--- src/hw/rtl/lcs_pkg.sv ---
package lcs_pkg;

  // Configuration port
  localparam int CFG_INDEX_W = 1;
  localparam int CFG_DATA_W  = 10;

  localparam logic [CFG_INDEX_W-1:0] REG_FRAME_WIDTH  = 1'b0;
  localparam logic [CFG_INDEX_W-1:0] REG_FRAME_HEIGHT = 1'b1;

  localparam int FRAME_WIDTH_RESET  = 400;
  localparam int FRAME_HEIGHT_RESET = 300;

  localparam int DEFAULT_MAX_WIDTH  = 512;
  localparam int DEFAULT_MAX_HEIGHT = 512;

  // Result fields
  localparam int COORD_W = 9;

  // Life rule
  localparam logic [3:0] BIRTH_COUNT = 4'd3;
  localparam logic [3:0] KEEP_COUNT  = 4'd2;

  localparam int QUEUE_DEPTH = 2;

  // Which neighbours of the described cell lie inside the frame
  typedef struct packed {
    logic top;
    logic bottom;
    logic left;
    logic right;
  } mask_t;

  // One stream step handed from the front to the back
  typedef struct packed {
    logic               alive;      // value stored into the line stores
    logic               first;      // first step of a frame: ring address restarts
    logic               addr_last;  // ring address of this step is the last of the row
    logic               has_out;    // this step yields a result
    mask_t              mask;
    logic [COORD_W-1:0] column;
    logic [COORD_W-1:0] row;
    logic               frame_end;
  } entry_t;

endpackage

--- src/hw/rtl/life_cell_stencil_top.sv ---
// Throughput: one item per cycle, sustained while the result side takes one per cycle.
// With the queue empty, an item's result passes through the two-entry queue and then the
// output register before it is offered; it describes the cell one row plus one cell
// behind that item.
// Reset: stream position clears, sizes return to 400 x 300 (clamped to the maximum),
// the queue and output register empty. Line stores are not cleared; edge masks hide them.
module life_cell_stencil_top #(
  parameter int MaxWidth  = lcs_pkg::DEFAULT_MAX_WIDTH,
  parameter int MaxHeight = lcs_pkg::DEFAULT_MAX_HEIGHT
) (
  input  logic                             clk_i,
  input  logic                             rst_ni,
  input  logic                             in_valid_i,
  output logic                             in_stall_o,
  input  logic                             op_i,
  input  logic                             cell_alive_i,
  output logic                             out_valid_o,
  input  logic                             out_stall_i,
  output logic                             next_alive_o,
  output logic [lcs_pkg::COORD_W-1:0]      out_column_o,
  output logic [lcs_pkg::COORD_W-1:0]      out_row_o,
  output logic                             frame_end_o,
  input  logic                             cfg_we_i,
  input  logic [lcs_pkg::CFG_INDEX_W-1:0]  cfg_index_i,
  input  logic [lcs_pkg::CFG_DATA_W-1:0]   cfg_data_i
);

  logic            q_full;
  logic            q_push;
  logic            q_pop;
  logic            q_valid;
  lcs_pkg::entry_t push_entry;
  lcs_pkg::entry_t head_entry;

  lcs_front #(
    .MaxWidth  (MaxWidth),
    .MaxHeight (MaxHeight)
  ) u_front (
    .clk_i        (clk_i),
    .rst_ni       (rst_ni),
    .in_valid_i   (in_valid_i),
    .in_stall_o   (in_stall_o),
    .op_i         (op_i),
    .cell_alive_i (cell_alive_i),
    .cfg_we_i     (cfg_we_i),
    .cfg_index_i  (cfg_index_i),
    .cfg_data_i   (cfg_data_i),
    .q_full_i     (q_full),
    .push_o       (q_push),
    .entry_o      (push_entry)
  );

  lcs_queue u_queue (
    .clk_i       (clk_i),
    .rst_ni      (rst_ni),
    .push_i      (q_push),
    .push_data_i (push_entry),
    .full_o      (q_full),
    .pop_i       (q_pop),
    .valid_o     (q_valid),
    .head_o      (head_entry)
  );

  lcs_back #(
    .MaxWidth (MaxWidth)
  ) u_back (
    .clk_i        (clk_i),
    .rst_ni       (rst_ni),
    .q_valid_i    (q_valid),
    .entry_i      (head_entry),
    .pop_o        (q_pop),
    .out_valid_o  (out_valid_o),
    .out_stall_i  (out_stall_i),
    .next_alive_o (next_alive_o),
    .out_column_o (out_column_o),
    .out_row_o    (out_row_o),
    .frame_end_o  (frame_end_o)
  );

endmodule

--- src/hw/rtl/lcs_front.sv ---
module lcs_front #(
  parameter int MaxWidth  = lcs_pkg::DEFAULT_MAX_WIDTH,
  parameter int MaxHeight = lcs_pkg::DEFAULT_MAX_HEIGHT
) (
  input  logic                             clk_i,
  input  logic                             rst_ni,
  input  logic                             in_valid_i,
  output logic                             in_stall_o,
  input  logic                             op_i,
  input  logic                             cell_alive_i,
  input  logic                             cfg_we_i,
  input  logic [lcs_pkg::CFG_INDEX_W-1:0]  cfg_index_i,
  input  logic [lcs_pkg::CFG_DATA_W-1:0]   cfg_data_i,
  input  logic                             q_full_i,
  output logic                             push_o,
  output lcs_pkg::entry_t                  entry_o
);

  localparam int ColW = $clog2(MaxWidth + 1);
  localparam int RowW = $clog2(MaxHeight + 1);
  localparam int WidthReset  = (lcs_pkg::FRAME_WIDTH_RESET > MaxWidth) ?
                               MaxWidth : lcs_pkg::FRAME_WIDTH_RESET;
  localparam int HeightReset = (lcs_pkg::FRAME_HEIGHT_RESET > MaxHeight) ?
                               MaxHeight : lcs_pkg::FRAME_HEIGHT_RESET;

  logic [ColW-1:0] width_q, width_d;
  logic [RowW-1:0] height_q, height_d;
  logic [ColW-1:0] col_q, col_d;
  logic [RowW-1:0] row_q, row_d;
  logic            started_q, started_d;

  logic            accept;
  logic            ignored;
  logic            step;
  logic            in_frame;
  logic            col_is_w;
  logic            col_zero;
  logic [ColW-1:0] width_m1;
  logic [RowW-1:0] height_m1;
  logic [ColW-1:0] qc;
  logic [RowW-1:0] qr;

  assign in_stall_o = q_full_i;
  assign accept     = in_valid_i & ~q_full_i;
  // a drain item with no frame under way is dropped
  assign ignored    = ~started_q & op_i;
  assign step       = accept & ~ignored;
  assign push_o     = step;

  assign in_frame  = row_q < height_q;
  assign col_is_w  = col_q == width_q;
  assign col_zero  = col_q == '0;
  assign width_m1  = width_q - ColW'(1);
  assign height_m1 = height_q - RowW'(1);

  // described cell sits one row and one cell behind the stream position
  assign qc = col_zero ? width_m1 : col_q - ColW'(1);
  assign qr = col_zero ? row_q - RowW'(2) : row_q - RowW'(1);

  always_comb begin
    entry_o.alive       = ~op_i & in_frame & cell_alive_i;
    entry_o.first       = (row_q == '0) & col_zero;
    entry_o.addr_last   = col_is_w ? (width_q == ColW'(1)) : (col_q == width_m1);
    entry_o.has_out     = (row_q >= RowW'(2)) | ((row_q == RowW'(1)) & ~col_zero);
    entry_o.mask.top    = qr != '0;
    entry_o.mask.bottom = qr != height_m1;
    entry_o.mask.left   = qc != '0;
    entry_o.mask.right  = qc != width_m1;
    entry_o.column      = lcs_pkg::COORD_W'(qc);
    entry_o.row         = lcs_pkg::COORD_W'(qr);
    entry_o.frame_end   = (qr == height_m1) & (qc == width_m1);
  end

  always_comb begin
    width_d   = width_q;
    height_d  = height_q;
    col_d     = col_q;
    row_d     = row_q;
    started_d = started_q;
    if (cfg_we_i) begin
      case (cfg_index_i)
        lcs_pkg::REG_FRAME_WIDTH: begin
          if (cfg_data_i == '0) begin
            width_d = ColW'(1);
          end else if (int'(cfg_data_i) > MaxWidth) begin
            width_d = ColW'(MaxWidth);
          end else begin
            width_d = ColW'(cfg_data_i);
          end
        end
        lcs_pkg::REG_FRAME_HEIGHT: begin
          if (cfg_data_i == '0) begin
            height_d = RowW'(1);
          end else if (int'(cfg_data_i) > MaxHeight) begin
            height_d = RowW'(MaxHeight);
          end else begin
            height_d = RowW'(cfg_data_i);
          end
        end
        default: begin
          width_d = width_q;
        end
      endcase
      col_d     = '0;
      row_d     = '0;
      started_d = 1'b0;
    end else if (step) begin
      started_d = 1'b1;
      if ((row_q == height_q) & col_is_w) begin
        // last drain item: restart the stream
        col_d     = '0;
        row_d     = '0;
        started_d = 1'b0;
      end else if ((col_q + ColW'(1) == width_q) & in_frame) begin
        col_d = '0;
        row_d = row_q + RowW'(1);
      end else begin
        col_d = col_q + ColW'(1);
      end
    end
  end

  always_ff @(posedge clk_i or negedge rst_ni) begin
    if (!rst_ni) begin
      width_q   <= ColW'(WidthReset);
      height_q  <= RowW'(HeightReset);
      col_q     <= '0;
      row_q     <= '0;
      started_q <= 1'b0;
    end else begin
      width_q   <= width_d;
      height_q  <= height_d;
      col_q     <= col_d;
      row_q     <= row_d;
      started_q <= started_d;
    end
  end

endmodule

--- src/hw/rtl/lcs_queue.sv ---
module lcs_queue (
  input  logic            clk_i,
  input  logic            rst_ni,
  input  logic            push_i,
  input  lcs_pkg::entry_t push_data_i,
  output logic            full_o,
  input  logic            pop_i,
  output logic            valid_o,
  output lcs_pkg::entry_t head_o
);

  localparam int Depth = lcs_pkg::QUEUE_DEPTH;
  localparam int PtrW  = (Depth > 1) ? $clog2(Depth) : 1;
  localparam int CntW  = $clog2(Depth + 1);

  lcs_pkg::entry_t slots_q [Depth];

  logic [PtrW-1:0] wr_ptr_q, wr_ptr_d;
  logic [PtrW-1:0] rd_ptr_q, rd_ptr_d;
  logic [CntW-1:0] count_q, count_d;

  assign full_o  = count_q == CntW'(Depth);
  assign valid_o = count_q != '0;
  assign head_o  = slots_q[rd_ptr_q];

  always_comb begin
    wr_ptr_d = wr_ptr_q;
    rd_ptr_d = rd_ptr_q;
    count_d  = count_q;
    if (push_i) begin
      wr_ptr_d = (wr_ptr_q == PtrW'(Depth - 1)) ? '0 : wr_ptr_q + PtrW'(1);
    end
    if (pop_i) begin
      rd_ptr_d = (rd_ptr_q == PtrW'(Depth - 1)) ? '0 : rd_ptr_q + PtrW'(1);
    end
    if (push_i & ~pop_i) begin
      count_d = count_q + CntW'(1);
    end else if (pop_i & ~push_i) begin
      count_d = count_q - CntW'(1);
    end
  end

  always_ff @(posedge clk_i or negedge rst_ni) begin
    if (!rst_ni) begin
      wr_ptr_q <= '0;
      rd_ptr_q <= '0;
      count_q  <= '0;
    end else begin
      wr_ptr_q <= wr_ptr_d;
      rd_ptr_q <= rd_ptr_d;
      count_q  <= count_d;
    end
  end

  always_ff @(posedge clk_i) begin
    if (push_i) begin
      slots_q[wr_ptr_q] <= push_data_i;
    end
  end

endmodule

--- src/hw/rtl/lcs_line_buf.sv ---
module lcs_line_buf #(
  parameter int MaxWidth = lcs_pkg::DEFAULT_MAX_WIDTH
) (
  input  logic                        clk_i,
  input  logic                        step_i,
  input  logic [$clog2(MaxWidth)-1:0] addr_i,
  input  logic [$clog2(MaxWidth)-1:0] addr_next_i,
  input  logic                        din_i,
  output logic                        dout_o
);

  logic mem [MaxWidth];
  logic rd_q;

  // Fetch the entry the next step overwrites, so the output is the input
  // one row of steps ago. On a one-cell row that entry is the one written now.
  always_ff @(posedge clk_i) begin
    if (step_i) begin
      mem[addr_i] <= din_i;
      if (addr_next_i == addr_i) begin
        rd_q <= din_i;
      end else begin
        rd_q <= mem[addr_next_i];
      end
    end
  end

  assign dout_o = rd_q;

endmodule

--- src/hw/rtl/lcs_back.sv ---
module lcs_back #(
  parameter int MaxWidth = lcs_pkg::DEFAULT_MAX_WIDTH
) (
  input  logic                         clk_i,
  input  logic                         rst_ni,
  input  logic                         q_valid_i,
  input  lcs_pkg::entry_t              entry_i,
  output logic                         pop_o,
  output logic                         out_valid_o,
  input  logic                         out_stall_i,
  output logic                         next_alive_o,
  output logic [lcs_pkg::COORD_W-1:0]  out_column_o,
  output logic [lcs_pkg::COORD_W-1:0]  out_row_o,
  output logic                         frame_end_o
);

  localparam int AddrW = $clog2(MaxWidth);

  logic [AddrW-1:0] addr_q;
  logic [AddrW-1:0] addr_cur;
  logic [AddrW-1:0] addr_nxt;
  logic             pop;

  logic             lb1_out;
  logic             lb2_out;
  logic             t1_q, t2_q;
  logic             l1d1_q, l1d2_q;
  logic             l2d1_q, l2d2_q;

  logic [3:0]       count;
  logic             next_alive;

  logic                        out_valid_q, out_valid_d;
  logic                        next_alive_q;
  logic [lcs_pkg::COORD_W-1:0] column_q;
  logic [lcs_pkg::COORD_W-1:0] row_q;
  logic                        frame_end_q;

  assign pop   = q_valid_i & (~out_valid_q | ~out_stall_i);
  assign pop_o = pop;

  assign addr_cur = entry_i.first ? '0 : addr_q;
  assign addr_nxt = entry_i.addr_last ? '0 : addr_cur + AddrW'(1);

  lcs_line_buf #(
    .MaxWidth (MaxWidth)
  ) u_line_prev (
    .clk_i       (clk_i),
    .step_i      (pop),
    .addr_i      (addr_cur),
    .addr_next_i (addr_nxt),
    .din_i       (entry_i.alive),
    .dout_o      (lb1_out)
  );

  lcs_line_buf #(
    .MaxWidth (MaxWidth)
  ) u_line_prev2 (
    .clk_i       (clk_i),
    .step_i      (pop),
    .addr_i      (addr_cur),
    .addr_next_i (addr_nxt),
    .din_i       (lb1_out),
    .dout_o      (lb2_out)
  );

  // Window taps: newest row (current, t1, t2), middle row (lb1, l1d1, l1d2),
  // oldest row (lb2, l2d1, l2d2); the centre cell is l1d1.
  always_comb begin
    count = {3'b0, entry_i.alive & entry_i.mask.bottom & entry_i.mask.right}
          + {3'b0, t1_q & entry_i.mask.bottom}
          + {3'b0, t2_q & entry_i.mask.bottom & entry_i.mask.left}
          + {3'b0, lb1_out & entry_i.mask.right}
          + {3'b0, l1d2_q & entry_i.mask.left}
          + {3'b0, lb2_out & entry_i.mask.top & entry_i.mask.right}
          + {3'b0, l2d1_q & entry_i.mask.top}
          + {3'b0, l2d2_q & entry_i.mask.top & entry_i.mask.left};
    if (count == lcs_pkg::BIRTH_COUNT) begin
      next_alive = 1'b1;
    end else if (count == lcs_pkg::KEEP_COUNT) begin
      next_alive = l1d1_q;
    end else begin
      next_alive = 1'b0;
    end
  end

  always_comb begin
    out_valid_d = out_valid_q;
    if (out_valid_q & ~out_stall_i) begin
      out_valid_d = 1'b0;
    end
    if (pop) begin
      out_valid_d = entry_i.has_out;
    end
  end

  always_ff @(posedge clk_i or negedge rst_ni) begin
    if (!rst_ni) begin
      addr_q      <= '0;
      out_valid_q <= 1'b0;
    end else begin
      if (pop) begin
        addr_q <= addr_nxt;
      end
      out_valid_q <= out_valid_d;
    end
  end

  always_ff @(posedge clk_i) begin
    if (pop) begin
      t1_q   <= entry_i.alive;
      t2_q   <= t1_q;
      l1d1_q <= lb1_out;
      l1d2_q <= l1d1_q;
      l2d1_q <= lb2_out;
      l2d2_q <= l2d1_q;
      if (entry_i.has_out) begin
        next_alive_q <= next_alive;
        column_q     <= entry_i.column;
        row_q        <= entry_i.row;
        frame_end_q  <= entry_i.frame_end;
      end
    end
  end

  assign out_valid_o  = out_valid_q;
  assign next_alive_o = next_alive_q;
  assign out_column_o = column_q;
  assign out_row_o    = row_q;
  assign frame_end_o  = frame_end_q;

endmodule
--- config.mk ---
export PLATFORM = sky130hd
export DESIGN_NAME = life_cell_stencil_top
export DESIGN_NICKNAME = d
export VERILOG_FILES = /design/src/hw/rtl/lcs_pkg.sv /design/src/hw/rtl/life_cell_stencil_top.sv /design/src/hw/rtl/lcs_front.sv /design/src/hw/rtl/lcs_queue.sv /design/src/hw/rtl/lcs_line_buf.sv /design/src/hw/rtl/lcs_back.sv
export SDC_FILE = /design/constraint.sdc
export NUM_CORES = 2
export LEC_CHECK = 0
export CAP_MARGIN = 30
export CORE_ASPECT_RATIO = 0.6
export CORE_MARGIN = 3
export CORE_UTILIZATION = 50
export DETAILED_ROUTE_END_ITERATION = 10
export DONT_BUFFER_PORTS = 1
export HOLD_SLACK_MARGIN = 0.02
export PLACE_DENSITY = 0.63
export SETUP_SLACK_MARGIN = 0.2
export SYNTH_ARGS = -nofsm -noshare
export SYNTH_HDL_FRONTEND = slang
export SYNTH_SLANG_ARGS = --single-unit
--- constraint.sdc ---
create_clock -name clk_i -period 13.7 [get_ports clk_i]
set_input_delay 1.37 -clock clk_i [delete_from_list [all_inputs] [get_ports clk_i]]
set_output_delay 1.37 -clock clk_i [all_outputs]
set_load 0.05 [all_outputs]
==> run metrics <==
final count of negative-setup-slack endpoints 0; most instantiated flip-flop cell in the synthesis netlist sky130_fd_sc_hd__edfxtp_1; headroom to the max-slew limit 8.61%; worst slack at placement 7.30 ns; Sequential cell area 34,600 um2; Startpoint Class flop; post-route insts no fill 5,625; largest net degree at the start of global routing 260; routed length per placed instance 28.9 um; cell types with the highest counts after synthesis sky130_fd_sc_hd__edfxtp_1 (1,106), sky130_fd_sc_hd__nand2_1 (742), sky130_fd_sc_hd__nor2_1 (678); initial antenna violation count 5; internal power of the cells 6.69 mW; total buffers and inverters traversed by the critical path 4; Yosys warning count 0; filler cell count 8,438; Worst path slowest cell sky130_fd_sc_hd__nor3_2; fraction of final layout cells with drive strength greater than 1 7.66%; effective utilization at floorplan 50.6%; leakage power figure 18.2 nW; Clock Tree Root sky130_fd_sc_hd__clkbuf_16; top achievable clock speed 149 MHz; number of setup buffers added after CTS 0; vias in the first global route 33,004; power share of the clock group 28.8%; Critical Path End Type flop; final count of pins violating max slew 0; setup tns final 0 ns; Congestion Overflow GR 0; Post-Synthesis Cell Area 51,100 um2; wire length after detailed routing 163,000 um; Logic pwr share 26.3%; proportion of synthesized chip area in sequential cells 67.6%; Post-synth EDFFs 1,106; clock network latency to the later pin of the worst-skew pair 0.73 ns; number of unique standard cell types used by synthesis 84; height of the die 254 um; count of nets left with antenna violations after detail routing 0; number of resized instances in the post-cts repair step 0; Yosys reg bits 1,161; number of buffers created by CTS 103; biggest fanout along the worst timing path 120; Port Buffers 0; CTS tree yes; detailed-router iteration count before antenna repair 7; wire length of the first global-routing pass 234,000 um; dpl hpwl 95,600 um; post-route worst hold slack 0.343 ns; Final nets 4,255; final hold violation count 0; floorplan die area 106,000 um2; Std-Cell Core Area 101,000 um2; leading cell types by total area after synthesis sky130_fd_sc_hd__edfxtp_1 (65%), sky130_fd_sc_hd__nand2_1 (5.4%), sky130_fd_sc_hd__nor2_1 (5.0%); asr flop ratio synth 4.74%; final total power 10.2 mW; Worst Path Required 14.23 ns; crit path cell chain buf_4 -> nand2_4 -> buf_12 -> inv_8 -> ha_1 -> and3_1 -> xnor2_1 -> nand2_2 -> nor3_2 -> inv_1 -> a2111oi_0 -> nor4_1 -> o211a_1 -> o31a_1 -> a2111oi_2; multi-input gate area in the final layout 15,100 um2; kind of cell with the highest combined delay on the critical path simple AND/OR/NAND/NOR gates; max-capacitance violation count 0; Critical Setup Path Class reg2reg; most frequently used cell type in the post-synthesis netlist sky130_fd_sc_hd__edfxtp_1; drc violations 0; worst min-delay path class in2async; worst supply voltage drop on vdd 0.188 mV; Global Route Usage Sum 30.3%; net switching power 3.48 mW; setup ws final 6.98 ns; number of buffers inserted by hold repair at cts 0; largest area contributor in the synthesized netlist sky130_fd_sc_hd__edfxtp_1; post-DR vias/cell 6.44; portion of synthesized cell area occupied by the leading cell type 64.9%; floorplan row count 90; number of clock sinks seen by CTS 1,161; number of DRC markers after the initial detailed-route iteration 6,046; Area growth syn-to-layout 8.81%; shortest period the worst path allows 6.72 ns; sequential power share 44.9%; cell total after placement 5,429; Avg Cell Area, Syn 11.8 um2; PwrDens 183 nW/um2; switching share of power 34.2%; H-tree depth 3; number of vias in the routed layout 36,216; number of cells produced by synthesis 4,345; status finished clean; transition at the pin with the smallest max-transition slack 1.37 ns; clock skew 0.0327 ns; Worst-path clk slew 0.07 ns; RSZ-0062 raised after global routing no; WP data arrival 7.25 ns; I/O pin cnt 40; Slowest Stage Delay on Critical Path 1.00 ns; number of nets produced by synthesis 4,398; post-route clock period utilization 49.1%; placer congestion estimate 0.965; Max Root-Sink Buffers 3; Die W 419 um
-- cell usage in the layout, fill, tap and decap left out, types with 45 or more instances in the layout --
master,count
sky130_fd_sc_hd__nand3_1,272
sky130_fd_sc_hd__inv_1,45
sky130_fd_sc_hd__clkbuf_16,106
sky130_fd_sc_hd__o21ai_0,101
sky130_fd_sc_hd__dfrtp_1,47
sky130_fd_sc_hd__nand2_1,724
sky130_fd_sc_hd__o211ai_1,52
sky130_fd_sc_hd__or3_1,45
sky130_fd_sc_hd__edfxtp_1,1106
sky130_fd_sc_hd__buf_4,66
sky130_fd_sc_hd__nor2_1,670
sky130_fd_sc_hd__nor3_1,165
sky130_fd_sc_hd__a31oi_1,69
sky130_fd_sc_hd__and3_1,61
sky130_fd_sc_hd__a21oi_1,69
sky130_fd_sc_hd__xnor2_1,62
-- sequential cells by signal, summed over array words and instances, names as in the netlist, 2 cells and up --
signal and flops:
u_queue.slots_q 54, u_back.u_line_prev.mem 512, u_queue.count_q 2, u_front.height_q 10, u_back.addr_q 9, u_back.out_row_o 9, u_front.row_q 10, u_back.u_line_prev2.mem 512
u_front.col_q 10, u_front.width_q 10, u_back.out_column_o 9
-- per-stage QoR --
stage | cell area [um2] | util [%]
2_1_floorplan | 51100 | -
3_3_place_gp | 52200 | 51.7
3_5_place_dp | 52300 | 51.8
4_1_cts | 55600 | 55.0
5_1_grt | 55600 | 55.1
6_report | 55600 | 55.1
-- power by group through the flow --
stage	Sequential, mW	Clock [mW]	Combinational (mW)
2_1_floorplan	4.91	0	1.47
3_3_place_gp	4.63	0	2.56
3_5_place_dp	4.63	0	2.59
4_1_cts	4.56	2.94	2.60
5_1_grt	4.57	3.08	2.85
6_report	4.56	2.93	2.68
-- worst paths after layout --
check / from / endpoint / slack, ns / cells past startpoint
hold / removal: rst_ni / u_front.height_q[6] / 0.34 / 0
min in group clk_i: u_back.l2d1_q / u_back.l2d2_q / 0.44 / 0
hold reg to reg: u_back.l2d1_q / u_back.l2d2_q / 0.44 / 0
setup / recovery: u_back.addr_q[0] / u_back.u_line_prev.dout_o / 6.98 / 15
max in group asynchronous: rst_ni / u_front.width_q[8] / 13.16 / 0
setup reg to reg: u_back.addr_q[0] / u_back.u_line_prev.dout_o / 6.98 / 15
-- cell type report --
type                       count  share of cell area [%]
sequential                  1161                    62.2
tap                         1334                    3.00
clock inverter                52                   0.875
inverter                      47                   0.344
timing repair buffer          79                    1.34
antenna                        8                  0.0360
multi-input combinational   2810                    27.2
clock buffer                 134                    5.03
-- logic make-up (layout without fill, tap and decap cells) --
| logic type | count (synthesis) | in the layout | synth area share (%) |
|---|---|---|---|
| multiplexers | 97 | 97 | 2.48 |
| XOR/XNOR | 84 | 84 | 1.44 |
| buffers and inverters | 374 | 312 | 3.13 |
| other | 0 | 8 | 0 |
| adder cells (fa/ha/maj) | 35 | 35 | 0.915 |
| AND/OR/NAND/NOR | 2088 | 2088 | 17.6 |
| AO/OA/AOI/OAI | 506 | 506 | 6.75 |
| flip-flops | 1161 | 1161 | 67.6 |
-- worst register-to-register path, stage by stage, from the launching register on --
cell and delay, ns:
sky130_fd_sc_hd__dfrtp_1 0.33, sky130_fd_sc_hd__buf_4 0.41, sky130_fd_sc_hd__nand2_4 0.37, sky130_fd_sc_hd__buf_12 0.38, sky130_fd_sc_hd__inv_8 0.41, sky130_fd_sc_hd__ha_1 0.66, sky130_fd_sc_hd__and3_1 0.39, sky130_fd_sc_hd__xnor2_1 0.24
sky130_fd_sc_hd__nand2_2 0.48, sky130_fd_sc_hd__nor3_2 1.00, sky130_fd_sc_hd__inv_1 0.39, sky130_fd_sc_hd__a2111oi_0 0.55, sky130_fd_sc_hd__nor4_1 0.10, sky130_fd_sc_hd__o211a_1 0.21, sky130_fd_sc_hd__o31a_1 0.30, sky130_fd_sc_hd__a2111oi_2 0.33
-- metal layers --
layer	global-route usage, %	vias to the layer above	wire length, um
met3	14.3	283	26400
met5	0	-	54
met2	38.4	2487	62400
met1	46.5	17939	70000
li1	-	15501	-
met4	6.81	6	3800
No activity file was read; power rests on OpenSTA's default activity.
